--- config.mk ---
export PLATFORM = sky130hd
export DESIGN_NAME = go_back_n_sender_window_core
export DESIGN_NICKNAME = d
export VERILOG_FILES = /design/src/hw/rtl/gbn_pkg.sv /design/src/hw/rtl/gbn_ram.sv /design/src/hw/rtl/go_back_n_sender_window_core.sv
export SDC_FILE = /design/constraint.sdc
export NUM_CORES = 1
export LEC_CHECK = 0
export ABC_AREA = 1
export ABC_CLOCK_PERIOD_IN_PS = 14200
export BUFFER_PORTS_ARGS = -buffer_cell sky130_fd_sc_hd__buf_2
export CAP_MARGIN = 20
export CORE_MARGIN = 2
export CORE_UTILIZATION = 35
export DETAILED_ROUTE_END_ITERATION = 12
export GPL_ROUTABILITY_DRIVEN = 0
export PLACE_DENSITY_LB_ADDON = 0.15
export RECOVER_POWER = 50
export SLEW_MARGIN = 10
export SYNTH_ARGS = -nofsm -noshare
export SYNTH_HDL_FRONTEND = slang
export SYNTH_HIERARCHICAL = 1
export SYNTH_SLANG_ARGS = --single-unit
--- constraint.sdc ---
create_clock -name i_clk -period 14.2 [get_ports i_clk]
set_clock_uncertainty 0.1 [all_clocks]
set_input_delay 1.42 -clock i_clk [delete_from_list [all_inputs] [get_ports i_clk]]
set_output_delay 1.42 -clock i_clk [all_outputs]
set_load 0.01 [all_outputs]
--- src/hw/rtl/gbn_pkg.sv ---
// Shared constants, codes and types for the go-back-n sender window.
// Used by the top level; the generic window RAM stands alone.
package gbn_pkg;

    localparam int WIN_DEPTH = 8;
    localparam int SLOT_W    = $clog2(WIN_DEPTH);
    localparam int CNT_W     = $clog2(WIN_DEPTH + 1);
    localparam int SEQ_W     = 16;
    localparam int PAY_W     = 64;
    localparam int TICK_W    = 16;
    localparam int LIMIT_W   = 4;
    localparam int MODE_W    = 2;
    localparam int STAT_W    = 3;
    localparam int CFG_IDX_W = 2;
    localparam int CFG_DAT_W = 16;
    localparam int ENTRY_W   = PAY_W + 1;

    localparam logic [MODE_W-1:0] MODE_SEND = 2'd0;
    localparam logic [MODE_W-1:0] MODE_ACK  = 2'd1;
    localparam logic [MODE_W-1:0] MODE_TICK = 2'd2;

    localparam logic [STAT_W-1:0] ST_SENT        = 3'd0;
    localparam logic [STAT_W-1:0] ST_RESENT      = 3'd1;
    localparam logic [STAT_W-1:0] ST_WIN_FULL    = 3'd2;
    localparam logic [STAT_W-1:0] ST_ACK_ADV     = 3'd3;
    localparam logic [STAT_W-1:0] ST_ACK_IGNORED = 3'd4;
    localparam logic [STAT_W-1:0] ST_AFTER_FINAL = 3'd5;

    localparam logic [CFG_IDX_W-1:0] CFG_TIMEOUT = 2'd0;
    localparam logic [CFG_IDX_W-1:0] CFG_LIMIT   = 2'd1;

    localparam logic [TICK_W-1:0]  TIMEOUT_RST = 16'd1000;
    localparam logic [LIMIT_W-1:0] LIMIT_RST   = LIMIT_W'(WIN_DEPTH);
    localparam logic [SEQ_W-1:0]   SEQ_RST     = 16'd1;

    typedef struct packed {
        logic [STAT_W-1:0] status;
        logic [SEQ_W-1:0]  seq_no;
        logic [PAY_W-1:0]  payload;
        logic              final_mark;
        logic              last;
        logic [CNT_W-1:0]  outstanding;
        logic              done;
    } t_result;

    // Ring slot plus an offset of at most WIN_DEPTH, wrapped once.
    function automatic logic [SLOT_W-1:0] slot_add(input logic [SLOT_W-1:0] s,
                                                  input logic [CNT_W-1:0] k);
        logic [CNT_W:0] sum;
        sum = {{(CNT_W + 1 - SLOT_W){1'b0}}, s} + {1'b0, k};
        if (sum >= (CNT_W + 1)'(WIN_DEPTH)) begin
            sum = sum - (CNT_W + 1)'(WIN_DEPTH);
        end
        return sum[SLOT_W-1:0];
    endfunction

endpackage

--- src/hw/rtl/gbn_ram.sv ---
// Generic single-port-write, single-port-read RAM with a registered read.
// No dependencies; contents are undefined until written.
module gbn_ram #(
    parameter int WIDTH = 8,
    parameter int DEPTH = 8
) (
    input  logic                     i_clk,
    input  logic                     i_wr_en,
    input  logic [$clog2(DEPTH)-1:0] i_wr_addr,
    input  logic [WIDTH-1:0]         i_wr_data,
    input  logic                     i_rd_en,
    input  logic [$clog2(DEPTH)-1:0] i_rd_addr,
    output logic [WIDTH-1:0]         o_rd_data
);

    logic [WIDTH-1:0] r_mem [DEPTH];
    logic [WIDTH-1:0] r_rd_data;

    always_ff @(posedge i_clk) begin
        if (i_wr_en) begin
            r_mem[i_wr_addr] <= i_wr_data;
        end
        if (i_rd_en) begin
            r_rd_data <= r_mem[i_rd_addr];
        end
    end

    assign o_rd_data = r_rd_data;

endmodule

--- src/hw/rtl/go_back_n_sender_window_core.sv ---
// Go-back-n sender window: sequencing, acknowledgement and timeout resend.
// A send or ack result is registered in the result queue before it is visible.
// Throughput: one item per cycle for sends, acks and ticks that do not time out, unless the queue is full.
// A timeout resends n packets through the window RAM's single read port, one per cycle while
// the result queue has room; input stalls until the last resend is read into the queue.
// Reset is synchronous, active low; no clearing pass, window RAM undefined until written.
module go_back_n_sender_window_core
    import gbn_pkg::*;
(
    input  logic                 i_clk,
    input  logic                 i_rst_n,
    // input channel
    input  logic                 i_in_valid,
    output logic                 o_in_stall,
    input  logic [MODE_W-1:0]    i_mode,
    input  logic [PAY_W-1:0]     i_payload,
    input  logic                 i_is_final,
    input  logic                 i_ack_flag,
    input  logic [SEQ_W-1:0]     i_ack_seq,
    // result channel
    output logic                 o_out_valid,
    input  logic                 i_out_stall,
    output logic [STAT_W-1:0]    o_status,
    output logic [SEQ_W-1:0]     o_seq_no,
    output logic [PAY_W-1:0]     o_out_payload,
    output logic                 o_out_final,
    output logic                 o_last,
    output logic [CNT_W-1:0]     o_outstanding,
    output logic                 o_done_res,
    // configuration write channel
    input  logic                 i_cfg_valid,
    output logic                 o_cfg_ready,
    input  logic [CFG_IDX_W-1:0] i_cfg_index,
    input  logic [CFG_DAT_W-1:0] i_cfg_data
);

    localparam logic S_IDLE   = 1'b0;
    localparam logic S_RESEND = 1'b1;

    logic                r_state, n_state;
    logic [SEQ_W-1:0]    r_base_seq, n_base_seq;
    logic [SEQ_W-1:0]    r_next_seq, n_next_seq;
    logic [SLOT_W-1:0]   r_base_slot, n_base_slot;
    logic [TICK_W-1:0]   r_tick, n_tick;
    logic                r_final_sent, n_final_sent;
    logic [TICK_W-1:0]   r_timeout;
    logic [LIMIT_W-1:0]  r_limit;
    logic [CNT_W-1:0]    r_rs_idx, n_rs_idx;
    logic                r_rd_pend, n_rd_pend;
    logic [SEQ_W-1:0]    r_rd_seq, n_rd_seq;
    logic                r_rd_last, n_rd_last;

    // two-entry result queue
    t_result             r_fifo [2];
    logic                r_wr_ptr, r_rd_ptr;
    logic [1:0]          r_cnt;

    logic [SEQ_W-1:0]    w_diff;
    logic [CNT_W-1:0]    w_o;
    logic                w_pop;
    logic                w_accept_ok;
    logic                w_acc;
    logic [2:0]          w_occ;
    logic                w_issue;
    logic [LIMIT_W-1:0]  w_lim;
    logic [TICK_W-1:0]   w_tmo;
    logic [TICK_W-1:0]   w_tick_inc;
    logic [SEQ_W-1:0]    w_ack_d;
    logic [SEQ_W-1:0]    w_diff_after;
    logic [CNT_W-1:0]    w_o_after;
    logic                w_in_push;
    t_result             w_in_res;
    t_result             w_rs_res;
    t_result             w_push_data;
    logic                w_push;
    logic                w_wr_en;
    logic [SLOT_W-1:0]   w_wr_slot;
    logic [SLOT_W-1:0]   w_rd_slot;
    logic [ENTRY_W-1:0]  w_rd_data;
    logic [CNT_W-1:0]    w_idx_inc;

    assign w_diff      = r_next_seq - r_base_seq;
    assign w_o         = w_diff[CNT_W-1:0];
    assign o_out_valid = (r_cnt != 2'd0);
    assign w_pop       = o_out_valid && !i_out_stall;

    // An input is accepted only when idle, with one free queue entry and no RAM read still in flight.
    assign w_accept_ok = (r_state == S_IDLE) && !r_rd_pend && ((r_cnt != 2'd2) || w_pop);
    assign o_in_stall  = !w_accept_ok;
    assign w_acc       = i_in_valid && w_accept_ok;
    assign o_cfg_ready = 1'b1;

    // A resend read is issued only if its data will find room in the queue in the cycle after.
    assign w_occ   = {1'b0, r_cnt} + {2'b00, r_rd_pend};
    assign w_issue = (r_state == S_RESEND) && ((w_occ < 3'd2) || ((w_occ == 3'd2) && w_pop));

    assign w_lim = (r_limit == '0) ? LIMIT_W'(1) :
                   (r_limit > LIMIT_W'(WIN_DEPTH)) ? LIMIT_W'(WIN_DEPTH) : r_limit;
    assign w_tmo      = (r_timeout == '0) ? TICK_W'(1) : r_timeout;
    assign w_tick_inc = r_tick + TICK_W'(1);
    assign w_ack_d    = i_ack_seq - r_base_seq;
    assign w_wr_slot  = slot_add(r_base_slot, w_o);
    assign w_rd_slot  = slot_add(r_base_slot, r_rs_idx);
    assign w_idx_inc  = r_rs_idx + CNT_W'(1);

    always_comb begin
        n_state      = r_state;
        n_base_seq   = r_base_seq;
        n_next_seq   = r_next_seq;
        n_base_slot  = r_base_slot;
        n_tick       = r_tick;
        n_final_sent = r_final_sent;
        n_rs_idx     = r_rs_idx;
        n_rd_pend    = 1'b0;
        n_rd_seq     = r_rd_seq;
        n_rd_last    = r_rd_last;
        w_in_push    = 1'b0;
        w_wr_en      = 1'b0;
        w_in_res     = '0;
        w_in_res.last = 1'b1;

        if (w_acc) begin
            case (i_mode)
                MODE_SEND: begin
                    w_in_push = 1'b1;
                    if (r_final_sent) begin
                        w_in_res.status = ST_AFTER_FINAL;
                    end else if (w_o >= CNT_W'(w_lim)) begin
                        w_in_res.status = ST_WIN_FULL;
                    end else begin
                        w_wr_en             = 1'b1;
                        n_next_seq          = r_next_seq + SEQ_W'(1);
                        n_final_sent        = r_final_sent | i_is_final;
                        w_in_res.status     = ST_SENT;
                        w_in_res.seq_no     = r_next_seq;
                        w_in_res.payload    = i_payload;
                        w_in_res.final_mark = i_is_final;
                    end
                end
                MODE_ACK: begin
                    w_in_push = 1'b1;
                    if (i_ack_flag && (w_ack_d < {{(SEQ_W - CNT_W){1'b0}}, w_o})) begin
                        n_base_seq      = i_ack_seq + SEQ_W'(1);
                        n_base_slot     = slot_add(r_base_slot,
                                                   w_ack_d[CNT_W-1:0] + CNT_W'(1));
                        n_tick          = '0;
                        w_in_res.status = ST_ACK_ADV;
                    end else begin
                        w_in_res.status = ST_ACK_IGNORED;
                    end
                end
                MODE_TICK: begin
                    if (w_o == '0) begin
                        n_tick = '0;
                    end else if (w_tick_inc < w_tmo) begin
                        n_tick = w_tick_inc;
                    end else begin
                        n_tick   = '0;
                        n_state  = S_RESEND;
                        n_rs_idx = '0;
                    end
                end
                default: begin
                end
            endcase
        end

        if (w_issue) begin
            n_rd_pend = 1'b1;
            n_rd_seq  = r_base_seq + {{(SEQ_W - CNT_W){1'b0}}, r_rs_idx};
            n_rd_last = (w_idx_inc == w_o);
            n_rs_idx  = w_idx_inc;
            if (w_idx_inc == w_o) begin
                n_state = S_IDLE;
            end
        end

        // Count and done flag reflect the state after this item.
        w_diff_after         = n_next_seq - n_base_seq;
        w_o_after            = w_diff_after[CNT_W-1:0];
        w_in_res.outstanding = w_o_after;
        w_in_res.done        = n_final_sent && (w_o_after == '0);
    end

    gbn_ram #(
        .WIDTH(ENTRY_W),
        .DEPTH(WIN_DEPTH)
    ) u_window_ram (
        .i_clk    (i_clk),
        .i_wr_en  (w_wr_en),
        .i_wr_addr(w_wr_slot),
        .i_wr_data({i_is_final, i_payload}),
        .i_rd_en  (w_issue),
        .i_rd_addr(w_rd_slot),
        .o_rd_data(w_rd_data)
    );

    always_comb begin
        w_rs_res             = '0;
        w_rs_res.status      = ST_RESENT;
        w_rs_res.seq_no      = r_rd_seq;
        w_rs_res.payload     = w_rd_data[PAY_W-1:0];
        w_rs_res.final_mark  = w_rd_data[PAY_W];
        w_rs_res.last        = r_rd_last;
        w_rs_res.outstanding = w_o;
        w_rs_res.done        = r_final_sent && (w_o == '0);
    end

    // Input results and resend data never reach the queue in the same cycle.
    assign w_push      = w_in_push || r_rd_pend;
    assign w_push_data = r_rd_pend ? w_rs_res : w_in_res;

    always_ff @(posedge i_clk) begin
        if (!i_rst_n) begin
            r_state      <= S_IDLE;
            r_base_seq   <= SEQ_RST;
            r_next_seq   <= SEQ_RST;
            r_base_slot  <= '0;
            r_tick       <= '0;
            r_final_sent <= 1'b0;
            r_timeout    <= TIMEOUT_RST;
            r_limit      <= LIMIT_RST;
            r_rs_idx     <= '0;
            r_rd_pend    <= 1'b0;
            r_wr_ptr     <= 1'b0;
            r_rd_ptr     <= 1'b0;
            r_cnt        <= 2'd0;
        end else begin
            r_state      <= n_state;
            r_base_seq   <= n_base_seq;
            r_next_seq   <= n_next_seq;
            r_base_slot  <= n_base_slot;
            r_tick       <= n_tick;
            r_final_sent <= n_final_sent;
            r_rs_idx     <= n_rs_idx;
            r_rd_pend    <= n_rd_pend;
            if (i_cfg_valid && o_cfg_ready) begin
                case (i_cfg_index)
                    CFG_TIMEOUT: r_timeout <= i_cfg_data[TICK_W-1:0];
                    CFG_LIMIT:   r_limit   <= i_cfg_data[LIMIT_W-1:0];
                    default: begin
                    end
                endcase
            end
            if (w_push) begin
                r_wr_ptr <= !r_wr_ptr;
            end
            if (w_pop) begin
                r_rd_ptr <= !r_rd_ptr;
            end
            case ({w_push, w_pop})
                2'b10:   r_cnt <= r_cnt + 2'd1;
                2'b01:   r_cnt <= r_cnt - 2'd1;
                default: r_cnt <= r_cnt;
            endcase
        end
    end

    always_ff @(posedge i_clk) begin
        r_rd_seq  <= n_rd_seq;
        r_rd_last <= n_rd_last;
        if (w_push) begin
            r_fifo[r_wr_ptr] <= w_push_data;
        end
    end

    assign o_status      = r_fifo[r_rd_ptr].status;
    assign o_seq_no      = r_fifo[r_rd_ptr].seq_no;
    assign o_out_payload = r_fifo[r_rd_ptr].payload;
    assign o_out_final   = r_fifo[r_rd_ptr].final_mark;
    assign o_last        = r_fifo[r_rd_ptr].last;
    assign o_outstanding = r_fifo[r_rd_ptr].outstanding;
    assign o_done_res    = r_fifo[r_rd_ptr].done;

endmodule
; ---- After elaboration in Yosys (flattened, before gate mapping)
; Memories as Yosys holds them, arrays and structs flattened. A register that Yosys moved wholly into a read port is not among the register bits.
; Index checks and enable logic that the tools add are counted.
[totals]
reg_bits = 99
mem_bits_rw = 700
inputBits = 107
out_inout_bits = 93
word_cells = 145
memories = 2
[mem_list]
columns = name, words, word_bits, read_ports, rd_ports_with_merged_regs, wr, line_no
row1 = u_window_ram.r_mem, 8, 65, 1, 1, 1, gbn_ram.sv:16  ; logic [WIDTH-1:0] r_mem [DEPTH];
row2 = r_fifo, 2, 90, 1, 1, 1, go_back_n_sender_window_core.sv:54  ; t_result r_fifo [2];
[op_classes]
addsub = 18
order_cmp = 8
n_eq_ne = 11
n_mux = 55
bitwise = 2
n_reduce_logical = 34
[ops]
columns = cell, count
row1 = 2-to-1 mux 81 bit, 3
row2 = 2-to-1 mux 16 bit, 11
row3 = 2-to-1 mux 90 bit, 1
row4 = 2-to-1 mux 84 bit, 1
row5 = adder 16 x 1 -> 16 bit (second input constant), 3
row6 = case mux 16 bit (2 select lines), 1
row7 = 2-to-1 mux 4 bit, 7
row8 = 2-to-1 mux 1 bit, 23
row9 = adder 16 x 4 -> 16 bit, 1
row10 = logical NOT 16 bit, 1
row11 = less-than comparator 16 bit, 1
row12 = less-than comparator 16 x 4 -> 1 bit, 1
row13 = subtractor 16 bit, 1
row14 = adder 3 x 4 -> 5 bit, 3
row15 = greater-or-equal comparator 5 x 4 -> 1 bit (second input constant), 3
row16 = 2-to-1 mux 3 bit, 5
row17 = logical NOT 4 bit, 3
row18 = nonzero test 2 bit, 5
row19 = logical AND 1 bit, 9
row20 = subtractor 3 x 1 -> 3 bit (second input constant), 3
row21 = adder 4 x 1 -> 4 bit (second input constant), 2
row22 = subtractor 4 bit, 2
row23 = equality test 2 x 1 -> 1 bit (second input constant), 3
row24 = case mux 3 bit (2 select lines), 1
row25 = other kinds (22), 34

; ---- Logic depth before layout (Yosys ltp)
; Gate-level depths: netlist of run 1.
[logic_depth]
ltp_word = 12
ltp_mapped = 30
mapped_depth_nobuf = 30

; ---- Modules after synthesis
; The synthesis of run 1 kept the hierarchy.
[modules_own_cells]
columns = mod, n_inst, cells_per_inst, area_per_inst_um2, seq_area_each_um2
row1 = gbn_ram, 1, 2330, 24609.9, 17566.8
row2 = go_back_n_sender_window_core, 1, 1511, 14647.8, 7577.3

; ---- Worst setup path before layout of run 1
; Ideal clock, no wire load.
[synth_timing]
path_kind = input -> register
start = input port i_out_stall
end = register r_rs_idx[2]
setup_ns = 0.071
t_arrival_ns = 7.079
required_ns = 14.029
path_slack_ns = 6.951
stages = 6
n_path_buf = 0
cell_sequence = a21oi_1 -> nand3_1 -> a21oi_1 -> inv_1 -> or2_2 -> a21oi_1
[synth_between]
elab_chain_cells = 7
elab_cells_between_ends = 14
cone_classes = eq/ne: 2 / mux: 1 / reduce/logical: 11
[synth_lines]
columns = item, line_no
row1 = "start, declared", go_back_n_sender_window_core.sv:22  ; input logic i_out_stall,
row2 = logical NOT 1 bit (*), go_back_n_sender_window_core.sv:85  ; assign w_pop = o_out_valid && !i_out_stall;
row3 = logical AND 1 bit (*), go_back_n_sender_window_core.sv:85
row4 = logical AND 1 bit or logical OR 1 bit (tied branches), "go_back_n_sender_window_core.sv:95, go_back_n_sender_window_core.sv:88"
row5 = logical OR 1 bit or logical AND 1 bit (tied branches), "go_back_n_sender_window_core.sv:95, go_back_n_sender_window_core.sv:88"
row6 = "logical AND 1 bit, on equally long branches", "go_back_n_sender_window_core.sv:95, go_back_n_sender_window_core.sv:90"
row7 = inequality test 2 x 1 -> 1 bit (no source line) or nonzero test 2 bit (tied branches), -
row8 = AND reduction 4 bit (no source line), -
row9 = "end signal, assigned", go_back_n_sender_window_core.sv:235  ; r_rs_idx <= n_rs_idx;
row10 = "end, declared", go_back_n_sender_window_core.sv:48  ; logic [CNT_W-1:0] r_rs_idx, n_rs_idx;
; Mark *: on every way between the ends. The rest lies on a longest branch, timed or not.
; A chain may end at the register's enable or synchronous reset.

; ---- Final worst setup path of run 1
[layout_timing]
start = register r_rd_pend
end = memory r_fifo[1][47] (netlist bit) (enable)
[layout_between]
elab_chain_cells = 8
[layout_lines]
columns = item, line_no
row1 = "start, declared", go_back_n_sender_window_core.sv:49  ; logic r_rd_pend, n_rd_pend;
row2 = "start signal, assigned", go_back_n_sender_window_core.sv:236  ; r_rd_pend <= n_rd_pend;
row3 = logical NOT 1 bit, go_back_n_sender_window_core.sv:88  ; assign w_accept_ok = (r_state == S_IDLE) && !r_rd_pend && ((r_cnt != 2'd2) || w_pop);
row4 = logical AND 1 bit (2 in a row), go_back_n_sender_window_core.sv:88
row5 = logical AND 1 bit, go_back_n_sender_window_core.sv:90  ; assign w_acc = i_in_valid && w_accept_ok;
row6 = 2-to-1 mux 1 bit, go_back_n_sender_window_core.sv:122  ; if (w_acc) begin
row7 = logical OR 1 bit (*), go_back_n_sender_window_core.sv:210  ; assign w_push = w_in_push || r_rd_pend;
row8 = 2-to-1 mux 1 bit (*), go_back_n_sender_window_core.sv:262  ; if (w_push) begin
row9 = 2-to-1 mux 1 bit (not written as such) (*), go_back_n_sender_window_core.sv:263  ; r_fifo[r_wr_ptr] <= w_push_data;
row10 = "end, declared", go_back_n_sender_window_core.sv:54
; Marks and branches as above.

==> impl_results.md, run 1 <==
* Finished Layout Cells at ~5.6k
* Die Ht at roughly 340 um
* CTS Buf Count at 97
* Leakage at 18.9 nW
* Kind of end point of the critical path: flop
* Failing checks: max-capacitance violations, max-slew violations
* Synth Flop Type: edfxtp_1
* Antenna violations before repair at 9
* Outcome: finished, violations left
* Pwr dens at 126 mW/mm^2
* Fin nets at 4188
* Worst vdd ir at 94.4 uV
* Max-cap viol count at 10
* Max-slew violations at 398
* # fillers at 10.9k
* IO Count at 200
* Worst slew pin tran at 3.76 ns
* DR vias at around 26k
* Sequential area share after synthesis at 64.0%
* # rows at ~120
* Fin worst setup slack at 5.32 ns
* Initial core utilization at 35.4%
* Met1 Use GR at 24.4%
* Syn_nets at between 4k and 5k
* Buf+Inv Stages, Crit Path at 4
* Worst path arrival time at 9.07 ns
* Multi-input gate area at ~0.011 mm^2
* Endpoints failing hold at 0
* Clk sinks at between 800 and 900
* Post-Place Cells at 5403
* Number of global-route vias before repair at around 25k
* Hold Path Class: flop to flop
* Vias per inst at ~4.6
* RSZ-0062 raised after global routing: no
* Unique cell type count in the Yosys netlist at 56
* Seq. cell area at 0.0251 mm^2
* Root Driver: clkbuf_16
* Post-DR wirelength/cell at ~18 um
* Routing usage on met3 at under 10%
* Max-slew headroom at -151%
* IO Port Bufs at 198
* DPL Wire Length at just under 60 mm
* Post-Syn Area at 0.0393 mm^2
* DIE AREA at 0.115 mm^2
* Post-Place Worst Slack at 7.73 ns
* Synth top cells by count: nand2_1, edfxtp_1, inv_1, nand3_1, mux2_2
* Syn Area/Cell at 10.2 um^2
* Ys Warns at 6
* H-tree depth at 3
* Startpoint type of the worst setup path: flop
* Post-synthesis cell count at 3841
* Post-synth ARST share at 0%
* Worst skew pair latency at 0.67 ns
* Ratio of cells with drive above 1 in the final layout at under 10%
* Top post-synthesis cells by area: edfxtp_1, nand2_1, inv_1
* Clock buffer depth at 3
* Gr busiest metal: met2
* Final min period at ~8.9 ns
* Post-route ant nets at 0
* Slowest cell on crit path: clkbuf_1
* Crit Path Category: flop to flop
* Postcts setup bufs at 0
* Synthesis-to-layout area growth at 13.7%
* Top cell type's share of synthesized area at between 50% and 60%
* Largest net degree at the start of global routing at about 130
* Hold_buf cts at 0
* Drt initial violations at 1709
* Placeable Area at 0.111 mm^2
* CP top delay family: buffers and inverters
* CP Data Required Time at 14.39 ns
* Final period utilization at between 60% and 70%
* Total negative slack at 0 ns
* Routed WL at 101 mm
* Critical Path, Cell by Cell: clkinvlp_2 > o21ai_0 > inv_1 > nor2_1 > clkbuf_1 > buf_4
* First-pass GRT wire length at ~150 mm
* Clock slew at reported path FFs at 0.06 ns
* Drc violations at 0
* Post-synth top area cell: edfxtp_1
* Worst-path maximum fanout at 44
* Synth Register Bits at ~870
* Resized cells post-CTS at 0
* Met2 GRT Util at 27.6%
* Horiz. Die Dim at around 340 um
* Post-synth EDFFs at 782
* Most common cell in the netlist: nand2_1
* CTS tree: yes
* GRT overflow at 0
* 1st-pass router iterations at 5
* CP peak stage delay at 2.46 ns
* Count of final setup violators at 0
* Global Route Usage Sum at about 17%
* Max Freq at 113 MHz
==> layout by cell type (no fill, tap or decap), types with 3 or more instances in the layout <==
master	netlist	final
o21ai_0	49	51
buf_4	24	27
clkinvlp_4	0	3
clkbuf_16	0	98
mux2_2	90	79
nand3_1	395	397
ha_1	60	59
nor2_4	3	12
edfxtp_1	782	782
fa_1	7	7
nand4_2	4	3
nand4_1	11	13
nand2_2	8	8
nor2_1	88	79
bufinv_16	0	9
dfxtp_1	83	83
o21ai_1	5	4
or2_2	4	4
xor2_1	37	37
a211oi_1	3	3
nand3_2	9	8
buf_2	57	108
clkinv_2	1	15
o211ai_1	8	8
nand3b_1	5	5
diode_2	0	4
xnor2_1	18	18
mux2_1	0	11
clkbuf_1	60	116
o31ai_1	16	16
inv_16	0	3
nor3_1	13	13
clkinvlp_2	0	3
nand2_1	1180	1180
inv_2	5	3
inv_1	680	678
a21oi_1	86	85
clkinv_1	1	28
nor3_2	3	3
nor2_2	5	5
==> kinds of logic (layout without fill, tap and decap cells) <==
group / Yosys count / count (layout) / synth area share, %
adder cells (fa/ha/maj): 67 / 67 / 2.27
flip-flops: 865 / 865 / 64.0
AO/OA/AOI/OAI: 177 / 177 / 2.52
other: 1 / 5 / 0.00955
AND/OR/NAND/NOR: 1740 / 1740 / 18.7
multiplexers: 90 / 90 / 2.58
XOR/XNOR: 56 / 56 / 1.27
buffers and inverters: 845 / 1098 / 8.61
==> layer usage <==
layer	vias up	routed length [um]
li1	12800	-
met1	12200	47500
met2	511	46200
met3	118	5300
met4	8	1730
met5	-	50
==> cell type report <==
cell class              instances  area share [%]
clock buffers                 119            5.69
well taps                    1488            4.17
multi-input cells            2131            24.2
inverters                     688            5.82
diodes                          4          0.0224
flip-flops and latches        865            56.3
clock inverters                60            1.33
repair buffers                231            2.47
==> sequential cells by signal, indices dropped and copies added, names as in the netlist, 2 cells and up, named ones only <==
register and flops:
r_next_seq 16, r_rd_seq 16, u_window_ram/r_mem 520, r_tick 16, u_window_ram/o_rd_data 65, r_base_slot 3, r_base_seq 16, r_cnt 2
r_timeout 16, r_rs_idx 4, r_fifo 180, r_limit 4
==> power by group <==
group,switching [mW],total [mW],internal [mW]
Clock,1.03,2.47,1.44
Combinational,0.207,0.310,0.103
Sequential,0.0157,2.83,2.81
Total,1.25,5.61,4.36
==> final timing paths <==
kind,end,cells past startpoint,from,slack [ns]
max,r_fifo[1][47],6,r_rd_pend,5.32
min,flop,1,r_rd_ptr,0.35
max reg2reg,r_fifo[1][47],6,r_rd_pend,5.32
min reg2reg,flop,1,r_rd_ptr,0.35
==> stage by stage <==
step	total power [mW]	util [%]	hold slack [ns]	cell area, um^2
floorplan	3.06	-	0.326	39300
global placement	3.20	37.6	0.324	41700
detailed placement	3.20	37.6	0.331	41700
CTS	5.69	40.4	0.340	44800
global route	5.81	40.2	0.363	44600
finish	5.61	40.2	0.349	44600
==> worst register-to-register path, stage by stage (launching register included) <==
cell        delay (ns)
dfxtp_1           1.47
clkinvlp_2        1.83
o21ai_0           0.89
inv_1             0.25
nor2_1            0.59
clkbuf_1          2.46
buf_4             0.85
Note: power is estimated with default switching activity, not from simulation.
==> run 2: changes to the inputs <==
- ABC_CLOCK_PERIOD_IN_PS: 14200 -> 7900
- clock period: 14.2 -> 7.9 ns (I/O delays scaled with it)
==> run 2 against run 1 <==
  * The flow still finishes with violations (max-capacitance violations, max-slew violations)
  * Sequential power grew 80%
  * Worst setup slack worse by 3.5 ns
  * Design area decreased by 0.11%
  * Die area is the same
  * Power is 76% higher
  * Core utilization barely moved
  * Global-route usage rose by 0.33 points
  * Routed wire length rose by 1.9%
  * Count of clock-buffer cells in the layout up 21
  * Critical path depth increased by 13
  * Hold slack worse by 0.093 ns
  * Non-clock buffer count fell by 1
==> impl_results.md, run 2 (synthesis gave the netlist of run 1 again) <==
* Global Route Usage Sum at 17.7% (+0.33 points)
* H-tree depth at 3 (unchanged)
* Placeable Area at 0.111 mm^2 (unchanged)
* Max-cap viol count at 6 (-4)
* Initial core utilization at 35.4% (unchanged)
* RR Startpoint: r_rd_pend
* Endpoints failing hold at 0 (unchanged)
* Clock buffer depth at 3 (unchanged)
* Drt initial violations at 1551 (-9.2%)
* Largest net degree at the start of global routing at 132 (unchanged)
* Die Ht at 339 um (unchanged)
* Worst vdd ir at 148 uV (+56%)
* Seq. cell area at 0.0251 mm^2 (unchanged)
* Hold Path Class: input port to flop
* Kind of end point of the critical path: flop
* DR vias at 25.7k (+0.16%)
* IO Count at 200 (unchanged)
* CP Data Required Time at 8.17 ns (-6.22 ns)
* Antenna violations before repair at 9 (unchanged)
* Hold Crit Depth at 3 (+2)
* Total negative slack at 0 ns (unchanged)
* Fin nets at 4187 (-0.024%)
* Clk sinks at 865 (unchanged)
* RR Endpoint: r_fifo[1][4]
* Post-DR wirelength/cell at 18.4 um (+1.9%)
* Crit Path Category: flop to flop
* Largest Register: u_window_ram/r_mem
* Hold Crit Endpoint: r_timeout[9]
* Routed WL at 103 mm (+1.9%)
* DIE AREA at 0.115 mm^2 (unchanged)
* Leakage at 18.9 nW (-0.16%)
* 1st-pass router iterations at 5 (unchanged)
* Max-slew headroom at -136% (+15 points)
* Minimum hold slack at 0.255 ns (-0.0934 ns)
* Postcts setup bufs at 0 (unchanged)
* Worst-path maximum fanout at 54 (+23%)
* Hold path startpoint: i_cfg_data[9]
* Worst slew pin tran at 3.54 ns (-0.219 ns)
* Synthesis-to-layout area growth at 13.6%
* Worst path arrival time at 6.32 ns (-2.75 ns)
* Most common cell after layout, fill and taps aside: nand2_1
* Number of global-route vias before repair at 24.9k (+0.93%)
* Multi-input gate area at 0.0108 mm^2 (+0.20%)
* R2R setup slack at 1.85 ns (-3.47 ns)
* Clock slew at reported path FFs at 0.06 ns (about the same)
* Final min period at 6.05 ns (-2.83 ns)
* Most frequent cells in the layout: nand2_1, edfxtp_1, inv_1
* Max-slew violations at 270 (-32%)
* DPL Wire Length at 59.1 mm (+1.5%)
* Reg2reg path depth at 19 (+13)
* Count of final setup violators at 0 (unchanged)
* Ratio of cells with drive above 1 in the final layout at 9.60% (-0.32 points)
* Horiz. Die Dim at 339 um (unchanged)
* CTS Buf Count at 97 (unchanged)
* Outcome: finished, violations left
* # rows at 122 (unchanged)
* # fillers at 10.9k (+0.51%)
* RSZ-0062 raised after global routing: no
* Pwr dens at 221 mW/mm^2 (+76%)
* First-pass GRT wire length at 156 mm (+2.0%)
* Resized cells post-CTS at 0 (unchanged)
* Finished Layout Cells at 5585 (-0.018%)
* Flip-flop count of the largest register after layout at 520 (unchanged)
* Root Driver: clkbuf_16
* Post-Place Cells at 5402 (-0.019%)
* Final period utilization at 76.6% (+14 points)
* CTS tree: yes
* Vias per inst at 4.60 (+0.17%)
* GRT overflow at 0 (unchanged)
* Startpoint type of the worst setup path: flop
* Post-Place Worst Slack at 2.15 ns (-5.59 ns)
* Fin worst setup slack at 1.85 ns (-3.47 ns)
* Drc violations at 0 (unchanged)
* Post-route ant nets at 0 (unchanged)
* Hold_buf cts at 0 (unchanged)
* Worst skew pair latency at 0.68 ns (about the same)
* Max Freq at 165 MHz (+47%)
* IO Port Bufs at 198 (unchanged)
* Failing checks: max-capacitance violations, max-slew violations
run 2: cell types whose count changed in the layout (fill, tap and decap cells not counted), moves of 8 or more:
cell,change
mux2_1,+12
bufinv_16,-9
clkbuf_1,+15
buf_12,+8
mux2_2,-12
clkinv_1,-12
run 2: layout make-up:
| type | count | share of cell area (%) |
|---|---|---|
| antenna | 3 | 0.0168 |
| clock buffer | 140 | 6.01 |
| clock inverter | 40 | 0.623 |
| inverter | 688 | 5.83 |
| multi-input combinational | 2131 | 24.2 |
| sequential | 865 | 56.4 |
| tap | 1488 | 4.18 |
| timing repair buffer | 230 | 2.71 |
run 2: critical path, stage by stage, from the launching register on:
cell        delay (ns)
dfxtp_1           2.14
inv_4             0.41
nand4_1           0.45
clkinvlp_2        0.34
nand3_1           0.23
nor2_4            0.04
inv_1             0.40
nand2_1           0.10
o21ai_0           0.29
inv_1             0.11
ha_1              0.30
nand2_1           0.06
nor2_1            0.04
a211oi_1          0.24
xnor2_1           0.18
inv_1             0.06
nand3_1           0.09
nand2_1           0.06
nand2_1           0.05
nand2_1           0.09
run 2: layer usage:
metal  wire [um]  share of wire, %  track usage, %  vias to the layer above
li1            -                 -               -                    12800
met1       49100                48            24.9                    12300
met2       47100                46            28.3                      472
met3        4770               4.6            3.03                      124
met4        1670               1.6            4.26                        8
met5          39             0.038               0                        -
run 2: how the worst max path moves through the flow:
stage	startpoint	end	slack (ns)	cells after the start
2_1_floorplan	i_out_stall	r_rs_idx[2]	1.28	6
3_3_place_gp	i_ack_seq[0]	r_fifo[0][4]	2.15	29
3_5_place_dp	i_ack_seq[0]	r_fifo[0][4]	2.15	28
4_1_cts	r_base_seq[0]	r_fifo[1][4]	2.33	26
5_1_grt	r_rd_pend	r_fifo[1][4]	1.37	19
6_report	r_rd_pend	r_fifo[1][4]	1.85	19
run 2: report_power, final:
group / internal [mW] / switching, mW / total, mW
clock: 2.37 / 1.85 / 4.21
combinational: 0.186 / 0.370 / 0.556
sequential: 5.06 / 0.0324 / 5.09
total: 7.61 / 2.25 / 9.86
run 2: metrics by stage:
stage | cell area, um^2 | util, % | power [mW]
2_1_floorplan | 39300 | - | 5.50
3_3_place_gp | 41800 | 37.7 | 5.76
3_5_place_dp | 41800 | 37.7 | 5.76
4_1_cts | 44800 | 40.3 | 10.0
5_1_grt | 44600 | 40.2 | 10.2
6_report | 44600 | 40.2 | 9.86
